$ cat src/hdl/saa_pkg.sv
package saa_pkg;

  // Candidate store geometry
  localparam int MaxCandidates = 64;
  localparam int CandAw        = $clog2(MaxCandidates);
  localparam int CntW          = CandAw + 1;

  // Result cap
  localparam int MaxLights   = 32;
  localparam int ResultLimit = 32;
  localparam int EmitCap     = (MaxLights < ResultLimit) ? MaxLights : ResultLimit;
  localparam int EmitW       = $clog2(EmitCap + 1);

  // Atlas dimension register reset and index codes
  localparam logic [8:0] DimReset  = 9'd16;
  localparam logic       RegWidth  = 1'b0;
  localparam logic       RegHeight = 1'b1;

  typedef struct packed {
    logic [5:0]  light_id;
    logic        visible;
    logic [15:0] light_priority;
    logic [4:0]  size_blocks;
    logic        last;
  } in_t;

  typedef struct packed {
    logic [5:0] light_id_res;
    logic [7:0] atlas_x;
    logic [7:0] atlas_y;
    logic [4:0] side_blocks;
    logic       last_res;
  } out_t;

  // One store entry
  typedef struct packed {
    logic [5:0]  id;
    logic        vis;
    logic [15:0] prio;
    logic [4:0]  side;
  } cand_t;

  // Controller to datapath
  typedef struct packed {
    logic load;
    logic sel_init;
    logic scan_clr;
    logic scan_run;
    logic mode_emit;
    logic admit;
    logic emit_init;
    logic emit_out;
    logic dflt_out;
    logic finish;
  } cmd_t;

  // Datapath to controller
  typedef struct packed {
    logic scan_done;
    logic best_vld;
    logic fits;
    logic any_sel;
    logic admit_zero;
    logic emit_last;
    logic out_free;
  } status_t;

endpackage

$ cat src/hdl/shadow_atlas_allocator_unit.sv
// Shadow atlas allocator. Candidates are loaded at one per cycle into a
// 64-entry store; the item marked last starts allocation and the input stalls
// until the run's results have all been handed over. Allocation rescans the
// store through its single read port; each pass reads every stored entry,
// drains the read register and then takes a decision. With A admitted and E
// emitted lights (E is A capped at 32), there are A + 1 selection passes and
// E emission passes; output stalls hold up emission.
// Atlas width and height are written through the plain write port; the user
// must write them only while the block is idle, which the block does not enforce.
module shadow_atlas_allocator_unit (
  input  logic           clk_i,
  input  logic           rst_ni,
  input  logic           cfg_we_i,
  input  logic           cfg_idx_i,
  input  logic [8:0]     cfg_wdata_i,
  input  logic           in_valid_i,
  output logic           in_stall_o,
  input  saa_pkg::in_t   in_data_i,
  output logic           out_valid_o,
  input  logic           out_stall_i,
  output saa_pkg::out_t  out_data_o
);
  import saa_pkg::*;

  cmd_t    cmd;
  status_t status;

  saa_ctrl u_ctrl (
    .clk_i      (clk_i),
    .rst_ni     (rst_ni),
    .in_valid_i (in_valid_i),
    .in_last_i  (in_data_i.last),
    .in_stall_o (in_stall_o),
    .status_i   (status),
    .cmd_o      (cmd)
  );

  saa_datapath u_dp (
    .clk_i       (clk_i),
    .rst_ni      (rst_ni),
    .cfg_we_i    (cfg_we_i),
    .cfg_idx_i   (cfg_idx_i),
    .cfg_wdata_i (cfg_wdata_i),
    .in_data_i   (in_data_i),
    .cmd_i       (cmd),
    .status_o    (status),
    .out_valid_o (out_valid_o),
    .out_stall_i (out_stall_i),
    .out_data_o  (out_data_o)
  );

`ifndef NO_ASSERTIONS
  // A placement always has a selected light behind it
  assert property (@(posedge clk_i) disable iff (!rst_ni)
    cmd.emit_out |-> status.best_vld) else $error("emit without selection");

  // A pending result is never overwritten
  assert property (@(posedge clk_i) disable iff (!rst_ni)
    (cmd.emit_out || cmd.dflt_out) |-> status.out_free) else $error("result overwritten");

  // Input is held off once allocation starts
  assert property (@(posedge clk_i) disable iff (!rst_ni)
    cmd.sel_init |=> in_stall_o) else $error("input open during allocation");
`endif

endmodule

$ cat src/hdl/saa_datapath.sv
module saa_datapath (
  input  logic             clk_i,
  input  logic             rst_ni,
  input  logic             cfg_we_i,
  input  logic             cfg_idx_i,
  input  logic [8:0]       cfg_wdata_i,
  input  saa_pkg::in_t     in_data_i,
  input  saa_pkg::cmd_t    cmd_i,
  output saa_pkg::status_t status_o,
  output logic             out_valid_o,
  input  logic             out_stall_i,
  output saa_pkg::out_t    out_data_o
);
  import saa_pkg::*;

  cand_t             mem [MaxCandidates];
  cand_t             rd_data_q;
  logic [CandAw-1:0] rd_idx_q;
  logic              rd_vld_q;
  logic [CntW-1:0]   scan_q;
  logic [CntW-1:0]   cnt_q;
  logic [5:0]        first_q;
  logic [8:0]        width_q, height_q;
  logic [MaxCandidates-1:0] flag_q;

  logic              best_vld_q;
  logic [CandAw-1:0] best_idx_q;
  logic [5:0]        best_id_q;
  logic [15:0]       best_prio_q;
  logic [4:0]        best_side_q;

  logic              prev_vld_q;
  logic [CandAw-1:0] prev_idx_q;
  logic [15:0]       prev_prio_q;
  logic [4:0]        prev_side_q;

  logic [16:0]       total_q, budget_q, zidx_q;
  logic [CntW-1:0]   admit_q;
  logic [EmitW-1:0]  emit_q;
  logic              out_vld_q;
  out_t              out_q;

  logic              rd_en, qual, better, after_p, after_e, emit_last;
  logic [9:0]        sq;
  logic [16:0]       total_sum;
  logic [8:0]        w_c, h_c;
  logic [17:0]       prod;
  logic [CntW-1:0]   emitted;
  cand_t             wr_c;

  // Store write and scan read
  assign rd_en = cmd_i.scan_run && (scan_q < cnt_q);

  always_comb begin
    wr_c.id   = in_data_i.light_id;
    wr_c.vis  = in_data_i.visible;
    wr_c.prio = in_data_i.light_priority;
    wr_c.side = (in_data_i.size_blocks == 5'd0) ? 5'd1 : in_data_i.size_blocks;
  end

  always_ff @(posedge clk_i) begin
    if (cmd_i.load && (cnt_q < CntW'(MaxCandidates))) begin
      mem[cnt_q[CandAw-1:0]] <= wr_c;
    end
    if (rd_en) begin
      rd_data_q <= mem[scan_q[CandAw-1:0]];
      rd_idx_q  <= scan_q[CandAw-1:0];
    end
  end

  // Ordering tests against the previous pick and the running best
  always_comb begin
    after_p = (rd_data_q.prio < prev_prio_q) ||
              ((rd_data_q.prio == prev_prio_q) && (rd_idx_q > prev_idx_q));
    after_e = (rd_data_q.side < prev_side_q) ||
              ((rd_data_q.side == prev_side_q) && after_p);
    if (cmd_i.mode_emit) begin
      qual   = flag_q[rd_idx_q] && (!prev_vld_q || after_e);
      better = !best_vld_q || (rd_data_q.side > best_side_q) ||
               ((rd_data_q.side == best_side_q) && (rd_data_q.prio > best_prio_q));
    end else begin
      qual   = rd_data_q.vis && (!prev_vld_q || after_p);
      better = !best_vld_q || (rd_data_q.prio > best_prio_q);
    end
  end

  // Budget and placement arithmetic
  assign sq        = 10'(best_side_q) * 10'(best_side_q);
  assign total_sum = total_q + 17'(sq);
  assign w_c       = (width_q == 9'd0) ? 9'd1 : ((width_q > 9'd256) ? 9'd256 : width_q);
  assign h_c       = (height_q == 9'd0) ? 9'd1 : ((height_q > 9'd256) ? 9'd256 : height_q);
  assign prod      = 18'(w_c) * 18'(h_c);
  assign emitted   = (admit_q > CntW'(EmitCap)) ? CntW'(EmitCap) : admit_q;
  assign emit_last = (CntW'(emit_q) + CntW'(1)) == emitted;

  // Control registers
  always_ff @(posedge clk_i or negedge rst_ni) begin
    if (!rst_ni) begin
      width_q    <= DimReset;
      height_q   <= DimReset;
      cnt_q      <= '0;
      first_q    <= '0;
      scan_q     <= '0;
      rd_vld_q   <= 1'b0;
      best_vld_q <= 1'b0;
      prev_vld_q <= 1'b0;
      out_vld_q  <= 1'b0;
    end else begin
      if (cfg_we_i) begin
        unique case (cfg_idx_i)
          RegWidth:  width_q  <= cfg_wdata_i;
          RegHeight: height_q <= cfg_wdata_i;
          default:   ;
        endcase
      end
      if (cmd_i.load && (cnt_q == '0)) first_q <= in_data_i.light_id;
      if (cmd_i.finish) begin
        cnt_q <= '0;
      end else if (cmd_i.load && (cnt_q < CntW'(MaxCandidates))) begin
        cnt_q <= cnt_q + CntW'(1);
      end
      if (cmd_i.scan_clr) begin
        scan_q <= '0;
      end else if (rd_en) begin
        scan_q <= scan_q + CntW'(1);
      end
      rd_vld_q <= rd_en;
      if (cmd_i.scan_clr) begin
        best_vld_q <= 1'b0;
      end else if (rd_vld_q && qual && better) begin
        best_vld_q <= 1'b1;
      end
      if (cmd_i.sel_init || cmd_i.emit_init) begin
        prev_vld_q <= 1'b0;
      end else if (cmd_i.admit || cmd_i.emit_out) begin
        prev_vld_q <= 1'b1;
      end
      if (cmd_i.emit_out || cmd_i.dflt_out) begin
        out_vld_q <= 1'b1;
      end else if (!out_stall_i) begin
        out_vld_q <= 1'b0;
      end
    end
  end

  // Payload registers
  always_ff @(posedge clk_i) begin
    if (!cmd_i.scan_clr && rd_vld_q && qual && better) begin
      best_idx_q  <= rd_idx_q;
      best_id_q   <= rd_data_q.id;
      best_prio_q <= rd_data_q.prio;
      best_side_q <= rd_data_q.side;
    end
    if (cmd_i.admit || cmd_i.emit_out) begin
      prev_idx_q  <= best_idx_q;
      prev_prio_q <= best_prio_q;
      prev_side_q <= best_side_q;
    end
    if (cmd_i.sel_init) begin
      flag_q   <= '0;
      total_q  <= '0;
      admit_q  <= '0;
      budget_q <= prod[16:0];
    end else if (cmd_i.admit) begin
      flag_q[best_idx_q] <= 1'b1;
      total_q <= total_sum;
      admit_q <= admit_q + CntW'(1);
    end
    if (cmd_i.emit_init) begin
      emit_q <= '0;
      zidx_q <= '0;
    end else if (cmd_i.emit_out) begin
      emit_q <= emit_q + EmitW'(1);
      zidx_q <= total_sum - total_q + zidx_q;
    end
    if (cmd_i.emit_out) begin
      out_q.light_id_res <= best_id_q;
      for (int b = 0; b < 8; b++) begin
        out_q.atlas_x[b] <= zidx_q[2*b];
        out_q.atlas_y[b] <= zidx_q[2*b+1];
      end
      out_q.side_blocks <= best_side_q;
      out_q.last_res    <= emit_last;
    end else if (cmd_i.dflt_out) begin
      out_q.light_id_res <= first_q;
      out_q.atlas_x      <= '0;
      out_q.atlas_y      <= '0;
      out_q.side_blocks  <= 5'd1;
      out_q.last_res     <= 1'b1;
    end
  end

  // Status back to the controller
  always_comb begin
    status_o.scan_done  = (scan_q == cnt_q) && !rd_vld_q;
    status_o.best_vld   = best_vld_q;
    status_o.fits       = total_sum <= budget_q;
    status_o.any_sel    = prev_vld_q;
    status_o.admit_zero = admit_q == '0;
    status_o.emit_last  = emit_last;
    status_o.out_free   = !out_vld_q || !out_stall_i;
  end

  assign out_valid_o = out_vld_q;
  assign out_data_o  = out_q;

endmodule

$ cat src/hdl/saa_ctrl.sv
module saa_ctrl (
  input  logic             clk_i,
  input  logic             rst_ni,
  input  logic             in_valid_i,
  input  logic             in_last_i,
  output logic             in_stall_o,
  input  saa_pkg::status_t status_i,
  output saa_pkg::cmd_t    cmd_o
);
  import saa_pkg::*;

  localparam logic [2:0] SLoad     = 3'd0;
  localparam logic [2:0] SSelScan  = 3'd1;
  localparam logic [2:0] SSelChk   = 3'd2;
  localparam logic [2:0] SEmitScan = 3'd3;
  localparam logic [2:0] SEmitOut  = 3'd4;
  localparam logic [2:0] SDfltOut  = 3'd5;

  logic [2:0] state_q, state_d;

  assign in_stall_o = state_q != SLoad;

  // Next state and commands
  always_comb begin
    state_d = state_q;
    cmd_o   = '0;
    unique case (state_q)
      SLoad: begin
        if (in_valid_i) begin
          cmd_o.load = 1'b1;
          if (in_last_i) begin
            cmd_o.sel_init = 1'b1;
            cmd_o.scan_clr = 1'b1;
            state_d        = SSelScan;
          end
        end
      end
      SSelScan: begin
        cmd_o.scan_run = 1'b1;
        if (status_i.scan_done) state_d = SSelChk;
      end
      SSelChk: begin
        // no visible light at all gives the default placement; a visible
        // light that does not fit leaves the run with no placement
        priority if (status_i.best_vld && status_i.fits) begin
          cmd_o.admit    = 1'b1;
          cmd_o.scan_clr = 1'b1;
          state_d        = SSelScan;
        end else if (!status_i.any_sel && !status_i.best_vld) begin
          state_d = SDfltOut;
        end else if (status_i.admit_zero) begin
          cmd_o.finish = 1'b1;
          state_d      = SLoad;
        end else begin
          cmd_o.emit_init = 1'b1;
          cmd_o.scan_clr  = 1'b1;
          state_d         = SEmitScan;
        end
      end
      SEmitScan: begin
        cmd_o.scan_run  = 1'b1;
        cmd_o.mode_emit = 1'b1;
        if (status_i.scan_done) state_d = SEmitOut;
      end
      SEmitOut: begin
        if (status_i.out_free) begin
          cmd_o.emit_out = 1'b1;
          if (status_i.emit_last) begin
            cmd_o.finish = 1'b1;
            state_d      = SLoad;
          end else begin
            cmd_o.scan_clr = 1'b1;
            state_d        = SEmitScan;
          end
        end
      end
      SDfltOut: begin
        if (status_i.out_free) begin
          cmd_o.dflt_out = 1'b1;
          cmd_o.finish   = 1'b1;
          state_d        = SLoad;
        end
      end
      default: state_d = SLoad;
    endcase
  end

  always_ff @(posedge clk_i or negedge rst_ni) begin
    if (!rst_ni) begin
      state_q <= SLoad;
    end else begin
      state_q <= state_d;
    end
  end

endmodule
$ cat config.mk
export PLATFORM = sky130hd
export DESIGN_NAME = shadow_atlas_allocator_unit
export DESIGN_NICKNAME = d
export VERILOG_FILES = /design/src/hdl/saa_pkg.sv /design/src/hdl/shadow_atlas_allocator_unit.sv /design/src/hdl/saa_datapath.sv /design/src/hdl/saa_ctrl.sv
export SDC_FILE = /design/constraint.sdc
export NUM_CORES = 2
export LEC_CHECK = 0
export ABC_AREA = 1
export BUFFER_PORTS_ARGS = -buffer_cell sky130_fd_sc_hd__buf_2
export CELL_PAD_IN_SITES_DETAIL_PLACEMENT = 0
export CELL_PAD_IN_SITES_GLOBAL_PLACEMENT = 1
export CORE_MARGIN = 1.5
export CORE_UTILIZATION = 40
export CTS_CLUSTER_SIZE = 12
export DETAILED_ROUTE_END_ITERATION = 10
export PLACE_DENSITY = 0.64
export SYNTH_ARGS = -nofsm -noshare
export SYNTH_HDL_FRONTEND = slang
export SYNTH_SLANG_ARGS = --single-unit
export TNS_END_PERCENT = 100
$ cat constraint.sdc
create_clock -name clk_i -period 12 [get_ports clk_i]
set_input_delay 1.2 -clock clk_i [delete_from_list [all_inputs] [get_ports clk_i]]
set_output_delay 1.2 -clock clk_i [all_outputs]
set_load 0.01 [all_outputs]
==> flow_summary.toml <==
[run]
max_cap_viol_count = 0

[power_and_ir_drop]
power_per_standard_cell_area_nw_per_um2 = 233
p_leak_nw = 33.1
max-vdd-ir-drop_mv = 0.193

[placement]
dp_hpwl_microns = 138000
gp_routability_congestion = 0.817
io_buffers = 73
post_dp_cell_area_sq_um = 91200
pre_cts_slack_ns = 5.28

[logic_synthesis]
synth_top_cells_by_count = "1931 x sky130_fd_sc_hd__edfxtp_1, 1111 x sky130_fd_sc_hd__nor2_1, 984 x sky130_fd_sc_hd__o21ai_0, 663 x sky130_fd_sc_hd__nand2_1, 317 x sky130_fd_sc_hd__inv_1"
synth_async_sr_flop_share = 0.0216
post_synth_num_cell_types = 49
post-synth-top-count-cell = "sky130_fd_sc_hd__edfxtp_1"
postSynthCellCount = 7084
ys_dominant_reg_cell = "sky130_fd_sc_hd__edfxtp_1"
number_of_synthesis_warnings = 0
flip_flop_and_latch_count_after_synthesis = 2086
syn_nets = 7349
synth_area_sq_um = 87300
ys_top_cells_by_area = "sky130_fd_sc_hd__edfxtp_1 66%, sky130_fd_sc_hd__o21ai_0 5.6%, sky130_fd_sc_hd__nor2_1 4.8%, sky130_fd_sc_hd__nand2_1 2.9%, sky130_fd_sc_hd__dfxtp_1 2.5%"
synth.yosys.seq_area_share = 0.703
yosysTopAreaCell = "sky130_fd_sc_hd__edfxtp_1"
synth_top_area_share = 0.664
post_synth.cell_area_avg_sq_um = 12.3
synth_enable_flop_cells = 1931

[sta]
maxSlewViolCount = 0
rsz0062_at_grt = "no"
setup_viol = 0
timing.slew.headroom = 0.179
fmax_ghz = 0.149
fin_worst_hold_slack_ns = 0.434
fin_worst_skew_ns = 0.0361
min_period_over_period = 0.561
period_minus_slack_ns = 6.73
finalSetupTns_ns = 0
layout_setup_ws_ns = 5.27
timing.final.hold_violations = 0
worst_slew_pin_slew_ns = 1.23

[critical_path]
crit_required_ns = 12.71
critical_path_class = "register to register"
critPathCaptureType = "register"
worst_path_dominant_cell_family = "adder cells"
start_kind = "register"
ff2ff_setup_slack_ns = 5.27
worstPathBufferInverterCount = 5
worst_ep_arrival_time_ns = 7.44
path_common_cell = "sky130_fd_sc_hd__nand2_1"
timing.critical_path.fanout_max = 97
critPathSlowestCell = "sky130_fd_sc_hd__buf_4"
cpPeakStageDelay_ns = 0.72

[layout]
layout-drive-gt1-share = 0.0869
final_net_count = 7382
area_growth_syn_to_layout_pct = 12.6
post-route-cell-area_sq_um = 98200

[cts]
cts_buffer_depth = 3
cts.hold.buffers_added = 0
numCtsBuffers = 220
cts.sink_count = 2086
cts_tree = "yes"
post-cts-setup-buffers = 0
clkLatencyLatePin_ns = 0.89
htreeDepth = 4
clkTransAtPathRegs_ns = 0.06
cts_root_buffer_type = "sky130_fd_sc_hd__clkbuf_16"
post_cts_resize_count = 0

[drt]
totalWireLength_microns = 253000
drtIter0Drc = 6080
ant_nets = 0
routed_via_density = 5.62
avgRoutedWirePerCell_microns = 24.9
drcViolationCount = 0
count_of_vias_placed_by_the_detailed_router = 57100
total_iterations_of_the_first_detailed_routing_run = 5

[grt]
grt_pass1_wl_microns = 370000
largest_net_degree_at_the_start_of_global_routing = 190
antenna_found_initial = 10
total_congestion_overflow = 0
grt_use_total = 0.225
first_global_vias = 54400

[die]
dieWidth_microns = 470
chipHeight_microns = 470
num_rows = 171
floorplan.io_pins = 74
core_region_area_sq_um = 217000
initial_util = 0.402
die_area_sq_um = 221000

[worst_hold_path]
hold_path_class = "register to register"

[run_status]
run_status = "finished clean"
-- kinds of logic (layout without fill, tap and decap cells) --
group / count (synthesis) / count (layout) / share of synthesized area
other cells: 0 / 6 / 0
simple gates: 2244 / 2244 / 0.105
flops: 2086 / 2086 / 0.703
mux: 6 / 6 / 0.000774
compound gates: 1729 / 1729 / 0.115
buf+inv: 754 / 958 / 0.0350
xor+xnor: 44 / 44 / 0.00442
fa+ha+maj: 221 / 221 / 0.0377
-- power breakdown --
part           internal, mW  switching, mW  total (mW)
combinational          2.23           5.28        7.51
clock                  3.79           2.84        6.62
sequential             8.42          0.308        8.72
-- layer usage --
layer / global-route usage / share of wire
met3: 0.0345 / 0.069
met2: 0.354 / 0.46
met5: 0 / 0.000079
met4: 0.0554 / 0.021
met1: 0.326 / 0.45
-- cells in the final DEF, fill, tap and decap left out, types with 8 or more instances in the layout --
cell | synthesis | layout
sky130_fd_sc_hd__nand4_1 | 55 | 55
sky130_fd_sc_hd__buf_12 | 0 | 8
sky130_fd_sc_hd__nor2_4 | 3 | 66
sky130_fd_sc_hd__edfxtp_1 | 1931 | 1931
sky130_fd_sc_hd__o21ai_0 | 984 | 984
sky130_fd_sc_hd__buf_2 | 122 | 72
sky130_fd_sc_hd__ha_1 | 151 | 151
sky130_fd_sc_hd__o21a_1 | 61 | 61
sky130_fd_sc_hd__nand3_1 | 309 | 309
sky130_fd_sc_hd__clkbuf_16 | 0 | 223
sky130_fd_sc_hd__o22ai_1 | 275 | 275
sky130_fd_sc_hd__inv_2 | 11 | 9
sky130_fd_sc_hd__dfrtp_1 | 43 | 39
sky130_fd_sc_hd__nor2_2 | 6 | 9
sky130_fd_sc_hd__clkinv_2 | 0 | 18
sky130_fd_sc_hd__inv_1 | 317 | 314
sky130_fd_sc_hd__fa_1 | 70 | 70
sky130_fd_sc_hd__o221ai_1 | 174 | 174
sky130_fd_sc_hd__dfxtp_1 | 110 | 110
sky130_fd_sc_hd__clkbuf_1 | 272 | 59
sky130_fd_sc_hd__or2_2 | 10 | 10
sky130_fd_sc_hd__o21ai_1 | 13 | 13
sky130_fd_sc_hd__a21oi_1 | 147 | 147
sky130_fd_sc_hd__nor2_1 | 1111 | 1045
sky130_fd_sc_hd__bufinv_16 | 0 | 16
sky130_fd_sc_hd__clkinv_1 | 5 | 56
sky130_fd_sc_hd__xnor2_1 | 15 | 15
sky130_fd_sc_hd__nand2_1 | 663 | 663
sky130_fd_sc_hd__nor3_1 | 74 | 72
sky130_fd_sc_hd__xor2_1 | 29 | 29
sky130_fd_sc_hd__buf_4 | 15 | 152
sky130_fd_sc_hd__o211ai_1 | 55 | 55
-- flip-flops by register name, summed over array words and instances (netlist names), 3 cells and up --
name	cells
u_dp.cnt_q	7
u_dp.height_q	9
u_dp.zidx_q	16
u_dp.prev_side_q	5
u_dp.width_q	9
u_dp.mem	1792
u_dp.flag_q	64
u_dp.total_q	17
u_dp.out_data_o	28
u_dp.prev_prio_q	16
u_dp.best_id_q	6
u_dp.best_prio_q	16
u_dp.scan_q	7
u_dp.rd_data_q	28
u_dp.first_q	6
u_dp.emit_q	6
u_dp.admit_q	7
u_ctrl.state_q	3
u_dp.rd_idx_q	6
u_dp.prev_idx_q	6
u_dp.budget_q	17
u_dp.best_idx_q	6
u_dp.best_side_q	5
-- final timing paths --
| check | from | end | cells past startpoint |
|---|---|---|---|
| setup reg to reg | u_dp.best_side_q[1] | u_dp.total_q[16] | 26 |
| hold reg to reg | u_dp.rd_data_q[27] | u_dp.best_id_q[5] | 0 |
| min in group asynchronous | rst_ni | u_dp.width_q[1] | 2 |
| setup / recovery | u_dp.best_side_q[1] | u_dp.total_q[16] | 26 |
| hold / removal | u_dp.rd_data_q[27] | u_dp.best_id_q[5] | 0 |
| max in group asynchronous | rst_ni | u_dp.scan_q[1] | 2 |
-- cell type report --
type	count	area (sq um)
diodes	6	15.0
clock buffers	288	5880
clock inverters	105	1090
fillers	19600	119000
inverters	333	1280
multi-input cells	4244	23400
flip-flops and latches	2086	61300
well taps	2854	3570
repair buffers	232	1660
-- worst register-to-register path, cell delays in order (launching register included) --
cell                       delay [ns]
sky130_fd_sc_hd__edfxtp_1        0.49
sky130_fd_sc_hd__nand2_1         0.17
sky130_fd_sc_hd__fa_1            0.52
sky130_fd_sc_hd__fa_1            0.51
sky130_fd_sc_hd__fa_1            0.49
sky130_fd_sc_hd__inv_1           0.04
sky130_fd_sc_hd__ha_1            0.33
sky130_fd_sc_hd__nand3_1         0.09
sky130_fd_sc_hd__nand2_1         0.17
sky130_fd_sc_hd__a21oi_1         0.13
sky130_fd_sc_hd__o21ai_1         0.31
sky130_fd_sc_hd__nand2_1         0.18
sky130_fd_sc_hd__o21ai_1         0.23
sky130_fd_sc_hd__inv_1           0.08
sky130_fd_sc_hd__ha_1            0.27
sky130_fd_sc_hd__nand2_1         0.05
sky130_fd_sc_hd__nor2_1          0.12
sky130_fd_sc_hd__nand2_1         0.10
sky130_fd_sc_hd__inv_1           0.10
sky130_fd_sc_hd__nand4_1         0.08
sky130_fd_sc_hd__nand3_1         0.09
sky130_fd_sc_hd__nand2_1         0.12
sky130_fd_sc_hd__nand3_2         0.10
sky130_fd_sc_hd__buf_4           0.72
sky130_fd_sc_hd__inv_1           0.72
sky130_fd_sc_hd__o21ai_0         0.30
sky130_fd_sc_hd__a21oi_1         0.07
-- through the flow --
step | power [mW] | cells | util
4_1_cts | 23.0 | 10100 | 0.453
3_5_place_dp | 16.4 | 9749 | 0.421
6_report | 22.9 | 10100 | 0.453
5_1_grt | 24.2 | 10100 | 0.453
3_3_place_gp | 16.3 | 9749 | 0.421
2_1_floorplan | 13.9 | 7084 | -
(Power assumes the default switching activity.)
